<file path="src/design/smm_pkg.sv">
package smm_pkg;

  typedef enum logic [1:0] {
    MODE_WR_A = 2'd0,
    MODE_WR_B = 2'd1,
    MODE_MAT  = 2'd2,
    MODE_VEC  = 2'd3
  } mode_t;

  typedef enum logic [2:0] {
    S_IDLE  = 3'b001,
    S_ISSUE = 3'b010,
    S_WAIT  = 3'b100
  } state_t;

  localparam int ELEM_W = 32;
  localparam int DIM_W  = 3;
  localparam logic [DIM_W-1:0] DIM_RESET = 3'd4;

  // one term of a dot product entering the MAC
  typedef struct packed {
    logic vld;
    logic first;
    logic last;
  } mac_ctl_t;

  // finished dot product held until taken
  typedef struct packed {
    logic              vld;
    logic              clip;
    logic [ELEM_W-1:0] value;
  } mac_res_t;

endpackage

</file>
<file path="src/design/smm_ram.sv">
module smm_ram #(
  parameter int WIDTH = 32,
  parameter int DEPTH = 16
) (
  input  logic                     clk,
  input  logic                     we,
  input  logic [$clog2(DEPTH)-1:0] waddr,
  input  logic [WIDTH-1:0]         wdata,
  input  logic [$clog2(DEPTH)-1:0] raddr,
  output logic [WIDTH-1:0]         rdata
);

  logic [WIDTH-1:0] mem [DEPTH];

  always_ff @(posedge clk) begin
    if (we) begin
      mem[waddr] <= wdata;
    end
    rdata <= mem[raddr];
  end

endmodule

</file>
<file path="src/design/smm_mac.sv">
module smm_mac #(
  parameter int MAX_DIM   = 4,
  parameter int FRAC_BITS = 16
) (
  input  logic                          clk,
  input  logic                          rst,
  input  smm_pkg::mac_ctl_t             ctl,
  input  logic [smm_pkg::ELEM_W-1:0]    a,
  input  logic [smm_pkg::ELEM_W-1:0]    b,
  input  logic                          take,
  output smm_pkg::mac_res_t             res
);

  // exact sum of MAX_DIM full products
  localparam int PROD_W = 2 * smm_pkg::ELEM_W;
  localparam int ACC_W  = PROD_W + $clog2(MAX_DIM);

  smm_pkg::mac_ctl_t          ctl_d;
  smm_pkg::mac_ctl_t          ctl_p;
  logic signed [PROD_W-1:0]   prod;
  logic signed [ACC_W-1:0]    acc;
  logic signed [ACC_W-1:0]    acc_next;
  logic                       acc_done;
  logic signed [ACC_W-1:0]    shifted;
  logic                       fits;
  logic [smm_pkg::ELEM_W-1:0] sat_value;

  assign acc_next = (ctl_p.first ? ACC_W'(0) : acc) + ACC_W'(prod);
  assign shifted  = acc >>> FRAC_BITS;
  assign fits     = (&shifted[ACC_W-1:smm_pkg::ELEM_W-1])
                 || ~(|shifted[ACC_W-1:smm_pkg::ELEM_W-1]);

  always_comb begin
    if (fits) begin
      sat_value = shifted[smm_pkg::ELEM_W-1:0];
    end else if (shifted[ACC_W-1]) begin
      sat_value = {1'b1, {(smm_pkg::ELEM_W-1){1'b0}}};
    end else begin
      sat_value = {1'b0, {(smm_pkg::ELEM_W-1){1'b1}}};
    end
  end

  always_ff @(posedge clk) begin
    if (rst) begin
      ctl_d    <= '0;
      ctl_p    <= '0;
      acc_done <= 1'b0;
      res.vld  <= 1'b0;
    end else begin
      ctl_d    <= ctl;
      ctl_p    <= ctl_d;
      acc_done <= ctl_p.vld && ctl_p.last;
      if (acc_done) begin
        res.vld   <= 1'b1;
        res.value <= sat_value;
        res.clip  <= ~fits;
      end else if (take) begin
        res.vld <= 1'b0;
      end
    end
  end

  // datapath: read data -> product -> accumulator
  always_ff @(posedge clk) begin
    if (ctl_d.vld) begin
      prod <= $signed(a) * $signed(b);
    end
    if (ctl_p.vld) begin
      acc <= acc_next;
    end
  end

endmodule

</file>
<file path="src/design/small_matrix_multiply.sv">
// Small square matrix multiplier, signed fixed point (Q16.16 by default).
// Config: cfg_valid/cfg_ready write the dimension register (used as 1 to 4, reset 4);
// write it only while the block is idle. cfg_ready is always high.
// Input items (in_valid/in_stall): mode 0/1 write one element of A/B at
// row/col, mode 2 runs A*B (dim*dim results, row-major), mode 3 runs A times
// column 0 of B (dim results). Read only elements that were written.
// Write items are accepted while the block is idle; during a run in_stall stays high.
// Each result is one dot product through a single shared multiply-accumulate
// unit: the operand reads for its terms, then RAM read data, the product
// register, the accumulator and the saturated result register, before it
// moves to the output register. The next item can be accepted in the cycle
// after the last result is loaded. The shared MAC runs one dot product at a
// time, so the next one starts only after the previous result is taken.
// Output items (out_valid/out_stall) carry out_row, out_col, product,
// clipped and last (set on the final result of the run). When the receiver
// stalls, the output register holds its item and the sequencer waits before
// starting the next dot product; nothing is dropped.
// rst (synchronous) returns the block to idle, empties the output and sets
// dimension to 4; matrix contents are not cleared.
module small_matrix_multiply #(
  parameter int MAX_DIM   = 4,
  parameter int FRAC_BITS = 16
) (
  input  logic                              clk,
  input  logic                              rst,
  input  logic                              cfg_valid,
  output logic                              cfg_ready,
  input  logic [smm_pkg::DIM_W-1:0]         dimension,
  input  logic                              in_valid,
  output logic                              in_stall,
  input  logic [1:0]                        mode,
  input  logic [1:0]                        row,
  input  logic [1:0]                        col,
  input  logic signed [smm_pkg::ELEM_W-1:0] element,
  output logic                              out_valid,
  input  logic                              out_stall,
  output logic [1:0]                        out_row,
  output logic [1:0]                        out_col,
  output logic signed [smm_pkg::ELEM_W-1:0] product,
  output logic                              clipped,
  output logic                              last
);

  localparam int IDX_W = $clog2(MAX_DIM);
  localparam int DEPTH = MAX_DIM * MAX_DIM;
  localparam int AW    = $clog2(DEPTH);

  smm_pkg::state_t            state;
  logic [smm_pkg::DIM_W-1:0]  dim_reg;
  logic [IDX_W-1:0]           nlast;
  logic [IDX_W-1:0]           run_nlast;
  logic [IDX_W-1:0]           run_clast;
  logic [IDX_W-1:0]           r;
  logic [IDX_W-1:0]           c;
  logic [IDX_W-1:0]           u;
  logic                       in_accept;
  logic                       is_run;
  logic                       row_ok;
  logic [AW-1:0]              waddr;
  logic                       we_a;
  logic                       we_b;
  logic [AW-1:0]              a_raddr;
  logic [AW-1:0]              b_raddr;
  logic [smm_pkg::ELEM_W-1:0] a_rdata;
  logic [smm_pkg::ELEM_W-1:0] b_rdata;
  smm_pkg::mac_ctl_t          ctl;
  smm_pkg::mac_res_t          res;
  logic                       res_take;
  logic                       final_dot;

  assign cfg_ready = 1'b1;
  assign in_stall  = (state != smm_pkg::S_IDLE);
  assign in_accept = in_valid && !in_stall;
  assign is_run    = (mode == smm_pkg::MODE_MAT) || (mode == smm_pkg::MODE_VEC);

  always_ff @(posedge clk) begin
    if (rst) begin
      dim_reg <= smm_pkg::DIM_RESET;
    end else if (cfg_valid && cfg_ready) begin
      dim_reg <= dimension;
    end
  end

  // zero acts as one, anything above MAX_DIM as MAX_DIM
  always_comb begin
    if (dim_reg == '0) begin
      nlast = '0;
    end else if (int'(dim_reg) > MAX_DIM) begin
      nlast = IDX_W'(MAX_DIM - 1);
    end else begin
      nlast = IDX_W'(dim_reg - 3'd1);
    end
  end

  // element writes
  assign row_ok = (int'(row) < MAX_DIM) && (int'(col) < MAX_DIM);
  assign waddr  = AW'(int'(row) * MAX_DIM + int'(col));
  assign we_a   = in_accept && (mode == smm_pkg::MODE_WR_A) && row_ok;
  assign we_b   = in_accept && (mode == smm_pkg::MODE_WR_B) && row_ok;

  assign a_raddr = AW'(int'(r) * MAX_DIM + int'(u));
  assign b_raddr = AW'(int'(u) * MAX_DIM + int'(c));

  smm_ram #(.WIDTH(smm_pkg::ELEM_W), .DEPTH(DEPTH)) u_ram_a (
    .clk   (clk),
    .we    (we_a),
    .waddr (waddr),
    .wdata (element),
    .raddr (a_raddr),
    .rdata (a_rdata)
  );

  smm_ram #(.WIDTH(smm_pkg::ELEM_W), .DEPTH(DEPTH)) u_ram_b (
    .clk   (clk),
    .we    (we_b),
    .waddr (waddr),
    .wdata (element),
    .raddr (b_raddr),
    .rdata (b_rdata)
  );

  assign ctl.vld   = (state == smm_pkg::S_ISSUE);
  assign ctl.first = (u == '0);
  assign ctl.last  = (u == run_nlast);

  smm_mac #(.MAX_DIM(MAX_DIM), .FRAC_BITS(FRAC_BITS)) u_mac (
    .clk  (clk),
    .rst  (rst),
    .ctl  (ctl),
    .a    (a_rdata),
    .b    (b_rdata),
    .take (res_take),
    .res  (res)
  );

  assign res_take  = (state == smm_pkg::S_WAIT) && res.vld && (!out_valid || !out_stall);
  assign final_dot = (r == run_nlast) && (c == run_clast);

  // sequencer: one dot product at a time, terms walked by u
  always_ff @(posedge clk) begin
    if (rst) begin
      state     <= smm_pkg::S_IDLE;
      r         <= '0;
      c         <= '0;
      u         <= '0;
      run_nlast <= '0;
      run_clast <= '0;
    end else begin
      case (state)
        smm_pkg::S_IDLE: begin
          if (in_accept && is_run) begin
            run_nlast <= nlast;
            run_clast <= (mode == smm_pkg::MODE_MAT) ? nlast : '0;
            r         <= '0;
            c         <= '0;
            u         <= '0;
            state     <= smm_pkg::S_ISSUE;
          end
        end
        smm_pkg::S_ISSUE: begin
          if (u == run_nlast) begin
            u     <= '0;
            state <= smm_pkg::S_WAIT;
          end else begin
            u <= u + 1'b1;
          end
        end
        smm_pkg::S_WAIT: begin
          if (res_take) begin
            if (final_dot) begin
              state <= smm_pkg::S_IDLE;
            end else begin
              if (c == run_clast) begin
                c <= '0;
                r <= r + 1'b1;
              end else begin
                c <= c + 1'b1;
              end
              state <= smm_pkg::S_ISSUE;
            end
          end
        end
        default: begin
          state <= smm_pkg::S_IDLE;
        end
      endcase
    end
  end

  // output register
  always_ff @(posedge clk) begin
    if (rst) begin
      out_valid <= 1'b0;
    end else if (res_take) begin
      out_valid <= 1'b1;
    end else if (!out_stall) begin
      out_valid <= 1'b0;
    end
  end

  always_ff @(posedge clk) begin
    if (res_take) begin
      out_row <= 2'(r);
      out_col <= 2'(c);
      product <= res.value;
      clipped <= res.clip;
      last    <= final_dot;
    end
  end

  a_res_in_wait: assert property (@(posedge clk) disable iff (rst)
    res.vld |-> (state == smm_pkg::S_WAIT))
    else $error("MAC result outside wait state");

  a_idx_range: assert property (@(posedge clk) disable iff (rst)
    (state != smm_pkg::S_IDLE) |-> (r <= run_nlast) && (c <= run_clast) && (u <= run_nlast))
    else $error("run index beyond dimension");

  a_write_idle: assert property (@(posedge clk) disable iff (rst)
    (we_a || we_b) |-> (state == smm_pkg::S_IDLE))
    else $error("element write during a run");

  a_issue_to_wait: assert property (@(posedge clk) disable iff (rst)
    (state == smm_pkg::S_ISSUE) && (u == run_nlast) |=> (state == smm_pkg::S_WAIT))
    else $error("last term not followed by wait");

endmodule
</file>
<file path="config.mk">
export PLATFORM = sky130hd
export DESIGN_NAME = small_matrix_multiply
export DESIGN_NICKNAME = d
export VERILOG_FILES = /design/src/design/smm_pkg.sv /design/src/design/smm_ram.sv /design/src/design/smm_mac.sv /design/src/design/small_matrix_multiply.sv
export SDC_FILE = /design/constraint.sdc
export NUM_CORES = 2
export LEC_CHECK = 0
export BUFFER_PORTS_ARGS = -buffer_cell sky130_fd_sc_hd__buf_4
export CELL_PAD_IN_SITES_DETAIL_PLACEMENT = 0
export CELL_PAD_IN_SITES_GLOBAL_PLACEMENT = 1
export CORE_MARGIN = 4
export CORE_UTILIZATION = 50
export CTS_CLUSTER_DIAMETER = 100
export DETAILED_ROUTE_END_ITERATION = 12
export GPL_TIMING_DRIVEN = 0
export MAX_ROUTING_LAYER = met4
export PLACE_DENSITY_LB_ADDON = 0.2
export SETUP_SLACK_MARGIN = 0.3
export SYNTH_ARGS = -nofsm -noshare
export SYNTH_HDL_FRONTEND = slang
export SYNTH_HIERARCHICAL = 1
export SYNTH_SLANG_ARGS = --single-unit
</file>
<file path="constraint.sdc">
create_clock -name clk -period 12.21 [get_ports clk]
set_clock_uncertainty 0.2 [all_clocks]
set_input_delay 2.442 -clock clk [delete_from_list [all_inputs] [get_ports clk]]
set_output_delay 2.442 -clock clk [all_outputs]
set_load 0.01 [all_outputs]
</file>
### Word-level counts from Yosys, hierarchy flattened

Memories as Yosys holds them, arrays and structs flattened. A register that Yosys moved wholly into a read port is not among the register bits.
Cells that the tools add are included.

| word-level totals | value |
|---|---|
| memory bits (writable) | 1024 |
| register bits after elaboration | 226 |
| output and inout bits | 41 |
| bits of input ports | 46 |
| memories kept | 2 |
| word-level logic and storage cells | 114 |

| cells by class | value |
|---|---|
| reductions and logical operators | 28 |
| equality and inequality tests | 16 |
| magnitude comparators | 1 |
| bitwise logic cells | 3 |
| multiply operators | 1 |
| $add $sub $neg | 8 |
| mux-type cells | 30 |

Memories:

| name | depth | bits a word | read ports | clocked after Yosys merged registers in | wr ports | line | source |
|---|---|---|---|---|---|---|---|
| u_ram_a.mem | 16 | 32 | 1 | 1 | 1 | smm_ram.sv:13 | `logic [WIDTH-1:0] mem [DEPTH];` |
| u_ram_b.mem | 16 | 32 | 1 | 1 | 1 | smm_ram.sv:13 |  |

Operator list:

| kind | number |
|---|---|
| adder 66 x 64 -> 66 bit | 1 |
| 2-to-1 mux 66 bit | 1 |
| multiplier 32 x 32 -> 64 bit | 1 |
| 2-to-1 mux 32 bit | 2 |
| 2-to-1 mux 2 bit | 12 |
| AND reduction 19 bit | 1 |
| OR reduction 19 bit | 1 |
| adder 4 x 2 -> 4 bit | 3 |
| case mux 2 bit (2 select lines) | 3 |
| 2-to-1 mux 3 bit | 3 |
| case mux 3 bit (3 select lines) | 1 |
| logical AND 1 bit | 8 |
| 2-to-1 mux 1 bit | 8 |
| inequality test 2 bit, second input constant | 4 |
| adder 2 x 1 -> 2 bit, second input constant | 3 |
| equality test 2 bit | 3 |
| AND reduction 2 bit | 3 |
| nonzero test 2 bit | 3 |
| AND reduction 5 bit | 1 |
| equality test 2 bit, second input constant | 2 |
| logical NOT 2 bit | 2 |
| inequality test 2 x 1 -> 1 bit, second input constant | 2 |
| AND reduction 4 bit | 1 |
| equality test 3 x 1 -> 1 bit, second input constant | 1 |
| 11 further kinds | 17 |

### Depth between registers and ports, before layout

| logic depth | value |
|---|---|
| depth after elaboration | 6 |
| gate-level depth with buffers | 31 |

### Modules after synthesis

Netlist, hierarchy kept.

By module, submodules not included:

| module | area each (um^2) | times used | cells each | sequential area each (um^2) |
|---|---|---|---|---|
| smm_mac | 45961.6 | 1 | 4765 | 5054.8 |
| smm_ram at u_ram_b | 19836.5 | 1 | 838 | 16015.4 |
| smm_ram at u_ram_a | 19835.3 | 1 | 838 | 16015.4 |
| small_matrix_multiply | 2078.2 | 1 | 149 | 1481.4 |

### Least setup slack after synthesis

No wires, ideal clock.

| timing path | value |
|---|---|
| path type | register -> register |
| from | register u_ram_a.rdata[31] (read register of u_ram_a.mem) |
| to | register u_mac.prod[59] (data pin) |
| cell stages (with the launch flop) | 27 |
| arrival time | 7.545 ns |
| library setup time | 0.266 ns |
| path slack | 4.199 ns |
| period minus slack after synthesis | 8.011 ns |
| data required time | 11.744 ns |
| path through | dfxtp_1 -> clkbuf_1 -> nand2_1 -> inv_1 -> fa_1 -> fa_1 -> inv_1 -> fa_1 -> inv_1 -> fa_1 -> inv_1 -> fa_1 -> inv_1 -> fa_1 -> fa_1 -> inv_1 -> fa_1 -> inv_1 -> ha_1 -> clkbuf_1 -> o21ai_0 -> nand2b_1 -> a211oi_1 -> o21bai_1 -> a221o_1 -> or3_1 -> xor2_1 |

| between the ends | value |
|---|---|
| cells in the longest elaborated chain, start to end | 1 |

Ends and longest elaborated chain:

| item | line | source |
|---|---|---|
| start, declared | smm_ram.sv:10 | `output logic [WIDTH-1:0] rdata` |
| multiplier 32 x 32 -> 64 bit | smm_mac.sv:66 | `prod <= $signed(a) * $signed(b);` |
| end signal, assigned | smm_mac.sv:66 |  |
| end, declared | smm_mac.sv:20 | `logic signed [PROD_W-1:0] prod;` |

No other way between the ends.
A chain may end at the register's enable or synchronous reset.

### Final worst setup path

| timing path | value |
|---|---|
| from | register u_ram_a.rdata[31] (read register of u_ram_a.mem) |
| to | register u_mac.prod[62] (data pin) |

The elaborated chain is that of the path after synthesis.

==> impl_metrics.toml <==
[clocking]
post_cts_buffers = 0
cts_tree = "done"
clockRootBuffer = "clkbuf_16"
cts_resized = 0
cts_htree_levels = 4
clockBufferDepth = 3
clkTransAtPathRegs_ps = 60
clk_latency_ps = 790
postCtsHoldBufs = 0
cts.sinks = 1314
cts_buffers = 139

[detailed_routing]
wl_per_cell_um = 27.64
drtIter0Drc = 5286
drt_wl_total_um = 257700
dr.pass1.iters = 5
vias = 53081
viasPerCell = 5.692
drc = 0
drt.antenna.violating_nets = 0

[timing]
period_needed_ps = 10350
slew_viol_final = 0
setup_viol_count_final = 0
timing.final.crit_share = 0.8481
tightest_slew_ps = 1409
hold_viol = 0
rsz0062_at_grt = "false"
holdWs_ps = 192.8
fin_setup_tns_ps = 0
slew-limit-headroom = 0.06094
clock.fmax_mhz = 96.57

[global_routing]
grt_pass1_wl_um = 381700
track_usage = 0.2998
grt_start_max_net_pins = 65
top_usage_layer = "met2"
grtUsageMet1 = 0.4001
overflow = 0
grt_pass1_vias = 55805
met3_usage = 0.04851
grt_use_met2 = 0.4687
antenna_found_initial = 17

[yosys]
yosys_most_used_dff = "edfxtp_1"
synth_area_per_cell_um2 = 13.31
ys_ff_latch = 1314
synth_edf_count = 1225
ys_warn_count = 6
yosysTopAreaCell = "edfxtp_1"
synthArstFlopShare = 0
ys_top_cells_by_area = "edfxtp_1 42%, fa_1 25%, mux4_2 6.6%, inv_1 4.5%, and2_1 3.8%"
synth_nets = 7970
synthCells = 6590
synth-seq-area-share = 0.4397
synth_top_area_frac = 0.4194
synth_area_um2 = 87710
yosysUniqueCellTypes = 76

[power]
leakage_uw = 0.03829
irDropWorstVdd_mv = 0.3871
cellPowerDensity_nw_per_um2 = 244.5
total_power_uw = 23750

[worst_setup_path]
end_kind = "register"
cp_slowest_cell = "fa_1"
crit_arrival_ps = 10690
reg2reg_from = "u_ram_a/rdata[31]"
max_stage_delay_ps = 1070
critical_path_class = "register to register"
path_common_cell = "fa_1"
reg2reg_depth = 27
regToRegSetupSlack_ps = 1860
critPathMaxFanout = 10
rr_endpoint = "u_mac/prod[62]"
cp-start-kind = "register"
cp_data_required_time_ps = 12540

[layout]
reg.largest.list = "u_ram_a/mem (512), u_ram_b/mem (512), u_mac/acc (66)"
stdcell_area_um2 = 97110
drive_above_1_share = 0.1005
fill_cells = 14400
synthToLayoutAreaGrowth_pct = 10.71
final_core_util = 0.5574
final_net_count = 8257

[floorplan]
die_area_um2 = 182200
rows = 153
die_w_um = 426.8
num_io_pins = 87
start_util = 0.5035
core-area_um2 = 174200
chipHeight_um = 426.8

[placed_design]
place_congestion = 1.050
postPlaceCellArea_um2 = 92480
dpl.hpwl_um = 201200
numPortBuffers = 85

[flow_run]
cap_violations = 0

[hold_path]
hold_depth = 0
min_path_type = "register to register"
min_from = "u_mac/res[26]"
min_to = "product[26]"

[outcome]
outcome = "complete, no violations"
synth_stat cells (6+ instances only):
| library cell | instances |
|---|---|
| nand4_1 | 30 |
| buf_4 | 19 |
| a21oi_1 | 130 |
| a2111oi_0 | 7 |
| edfxtp_1 | 1225 |
| buf_2 | 16 |
| or2_2 | 8 |
| dfxtp_1 | 89 |
| mux4_2 | 256 |
| ha_1 | 251 |
| a221oi_1 | 6 |
| nor2b_1 | 98 |
| xor2_1 | 47 |
| o31ai_1 | 7 |
| a22oi_1 | 130 |
| o21bai_1 | 29 |
| and3_1 | 13 |
| nand3_1 | 26 |
| clkbuf_1 | 277 |
| nor3_1 | 32 |
| xnor2_1 | 92 |
| nand2b_1 | 33 |
| fa_1 | 1083 |
| a31oi_1 | 19 |
| a21o_1 | 113 |
| nand2_1 | 620 |
| nor2_1 | 139 |
| inv_1 | 1049 |
| o21ai_0 | 65 |
| o21a_1 | 11 |
| o211ai_1 | 9 |
| a211oi_1 | 17 |
| and2_1 | 527 |
| buf_1 | 20 |
layer usage:
| layer | share of wire | wire, um |
|---|---|---|
| met1 | 0.41 | 104500 |
| met2 | 0.47 | 121800 |
| met3 | 0.076 | 19670 |
| met4 | 0.046 | 11770 |
| met5 | 0 | 0 |
per-stage QoR:
stage / setup WS, ps / cells
floorplan: 4199 / 6590
global placement: 1120 / 9000
detailed placement: 1911 / 9061
CTS: 1895 / 9312
global route: 1412 / 9320
finish: 1855 / 9325
cell usage in the layout, fill, tap and decap left out, types with 33 or more instances in the layout:
| master | netlist | routed |
|---|---|---|
| a21o_1 | 113 | 113 |
| a21oi_1 | 130 | 130 |
| a22oi_1 | 130 | 130 |
| and2_1 | 527 | 527 |
| buf_4 | 19 | 112 |
| clkbuf_1 | 277 | 312 |
| clkbuf_16 | 0 | 141 |
| dfxtp_1 | 89 | 87 |
| edfxtp_1 | 1225 | 1225 |
| fa_1 | 1083 | 1083 |
| ha_1 | 251 | 251 |
| inv_1 | 1049 | 1049 |
| mux4_2 | 256 | 256 |
| nand2_1 | 620 | 620 |
| nand2b_1 | 33 | 33 |
| nor2_1 | 139 | 114 |
| nor2b_1 | 98 | 97 |
| o21ai_0 | 65 | 65 |
| xnor2_1 | 92 | 92 |
| xor2_1 | 47 | 47 |
worst max-delay path: cells and delay by family, from the launching register on:
kind            cells  cell delay, ps
fa+ha+maj           9            5270
simple gates        5            1010
compound gates      3             820
xor+xnor            1             130
flops               1             480
buf+inv             9            2140
cells by family (layout without fill, tap and decap cells):
group / after synthesis / in the layout / share of synthesized area
flip-flops: 1314 / 1314 / 0.4397
adder cells (fa/ha/maj): 1334 / 1334 / 0.2830
multiplexers: 262 / 262 / 0.06643
buffers and inverters: 1382 / 1779 / 0.06027
other: 1 / 14 / 0.00004275
AO/OA/AOI/OAI: 597 / 597 / 0.04716
XOR/XNOR: 139 / 139 / 0.01388
AND/OR/NAND/NOR: 1561 / 1561 / 0.08953
power by group:
part	leakage, uW	switching, uW	internal, uW
registers	0.0118	27.4	5630
clock network	0.00220	1780	2430
logic	0.0243	8340	5550
worst max path at each step:
stage / cells after the start / endpoint / startpoint / slack (ps)
6_report: 27 / u_mac/prod[62] / u_ram_a/rdata[31] / 1860
3_5_place_dp: 27 / u_mac/prod[62] / u_ram_a/rdata[31] / 1910
3_3_place_gp: 27 / u_mac/prod[62] / u_ram_b/rdata[2] / 1120
5_1_grt: 27 / u_mac/prod[62] / u_ram_a/rdata[31] / 1410
4_1_cts: 27 / u_mac/prod[62] / u_ram_a/rdata[31] / 1890
2_1_floorplan: 26 / u_mac/prod[59] / u_ram_a/rdata[31] / 4200
cell type report:
| class | count | area [um2] | share of cell area |
|---|---|---|---|
| multi-input cells | 3894 | 44110 | 0.4543 |
| flip-flops and latches | 1314 | 38570 | 0.3972 |
| inverters | 1049 | 3938 | 0.04055 |
| clock buffers | 179 | 3701 | 0.03811 |
| well taps | 2325 | 2909 | 0.02996 |
| repair buffers | 146 | 1595 | 0.01643 |
| plain buffers | 333 | 1349 | 0.01389 |
| clock inverters | 72 | 895.9 | 0.009225 |
| diodes | 13 | 32.53 | 0.0003350 |
No activity file was read; power rests on OpenSTA's default activity.
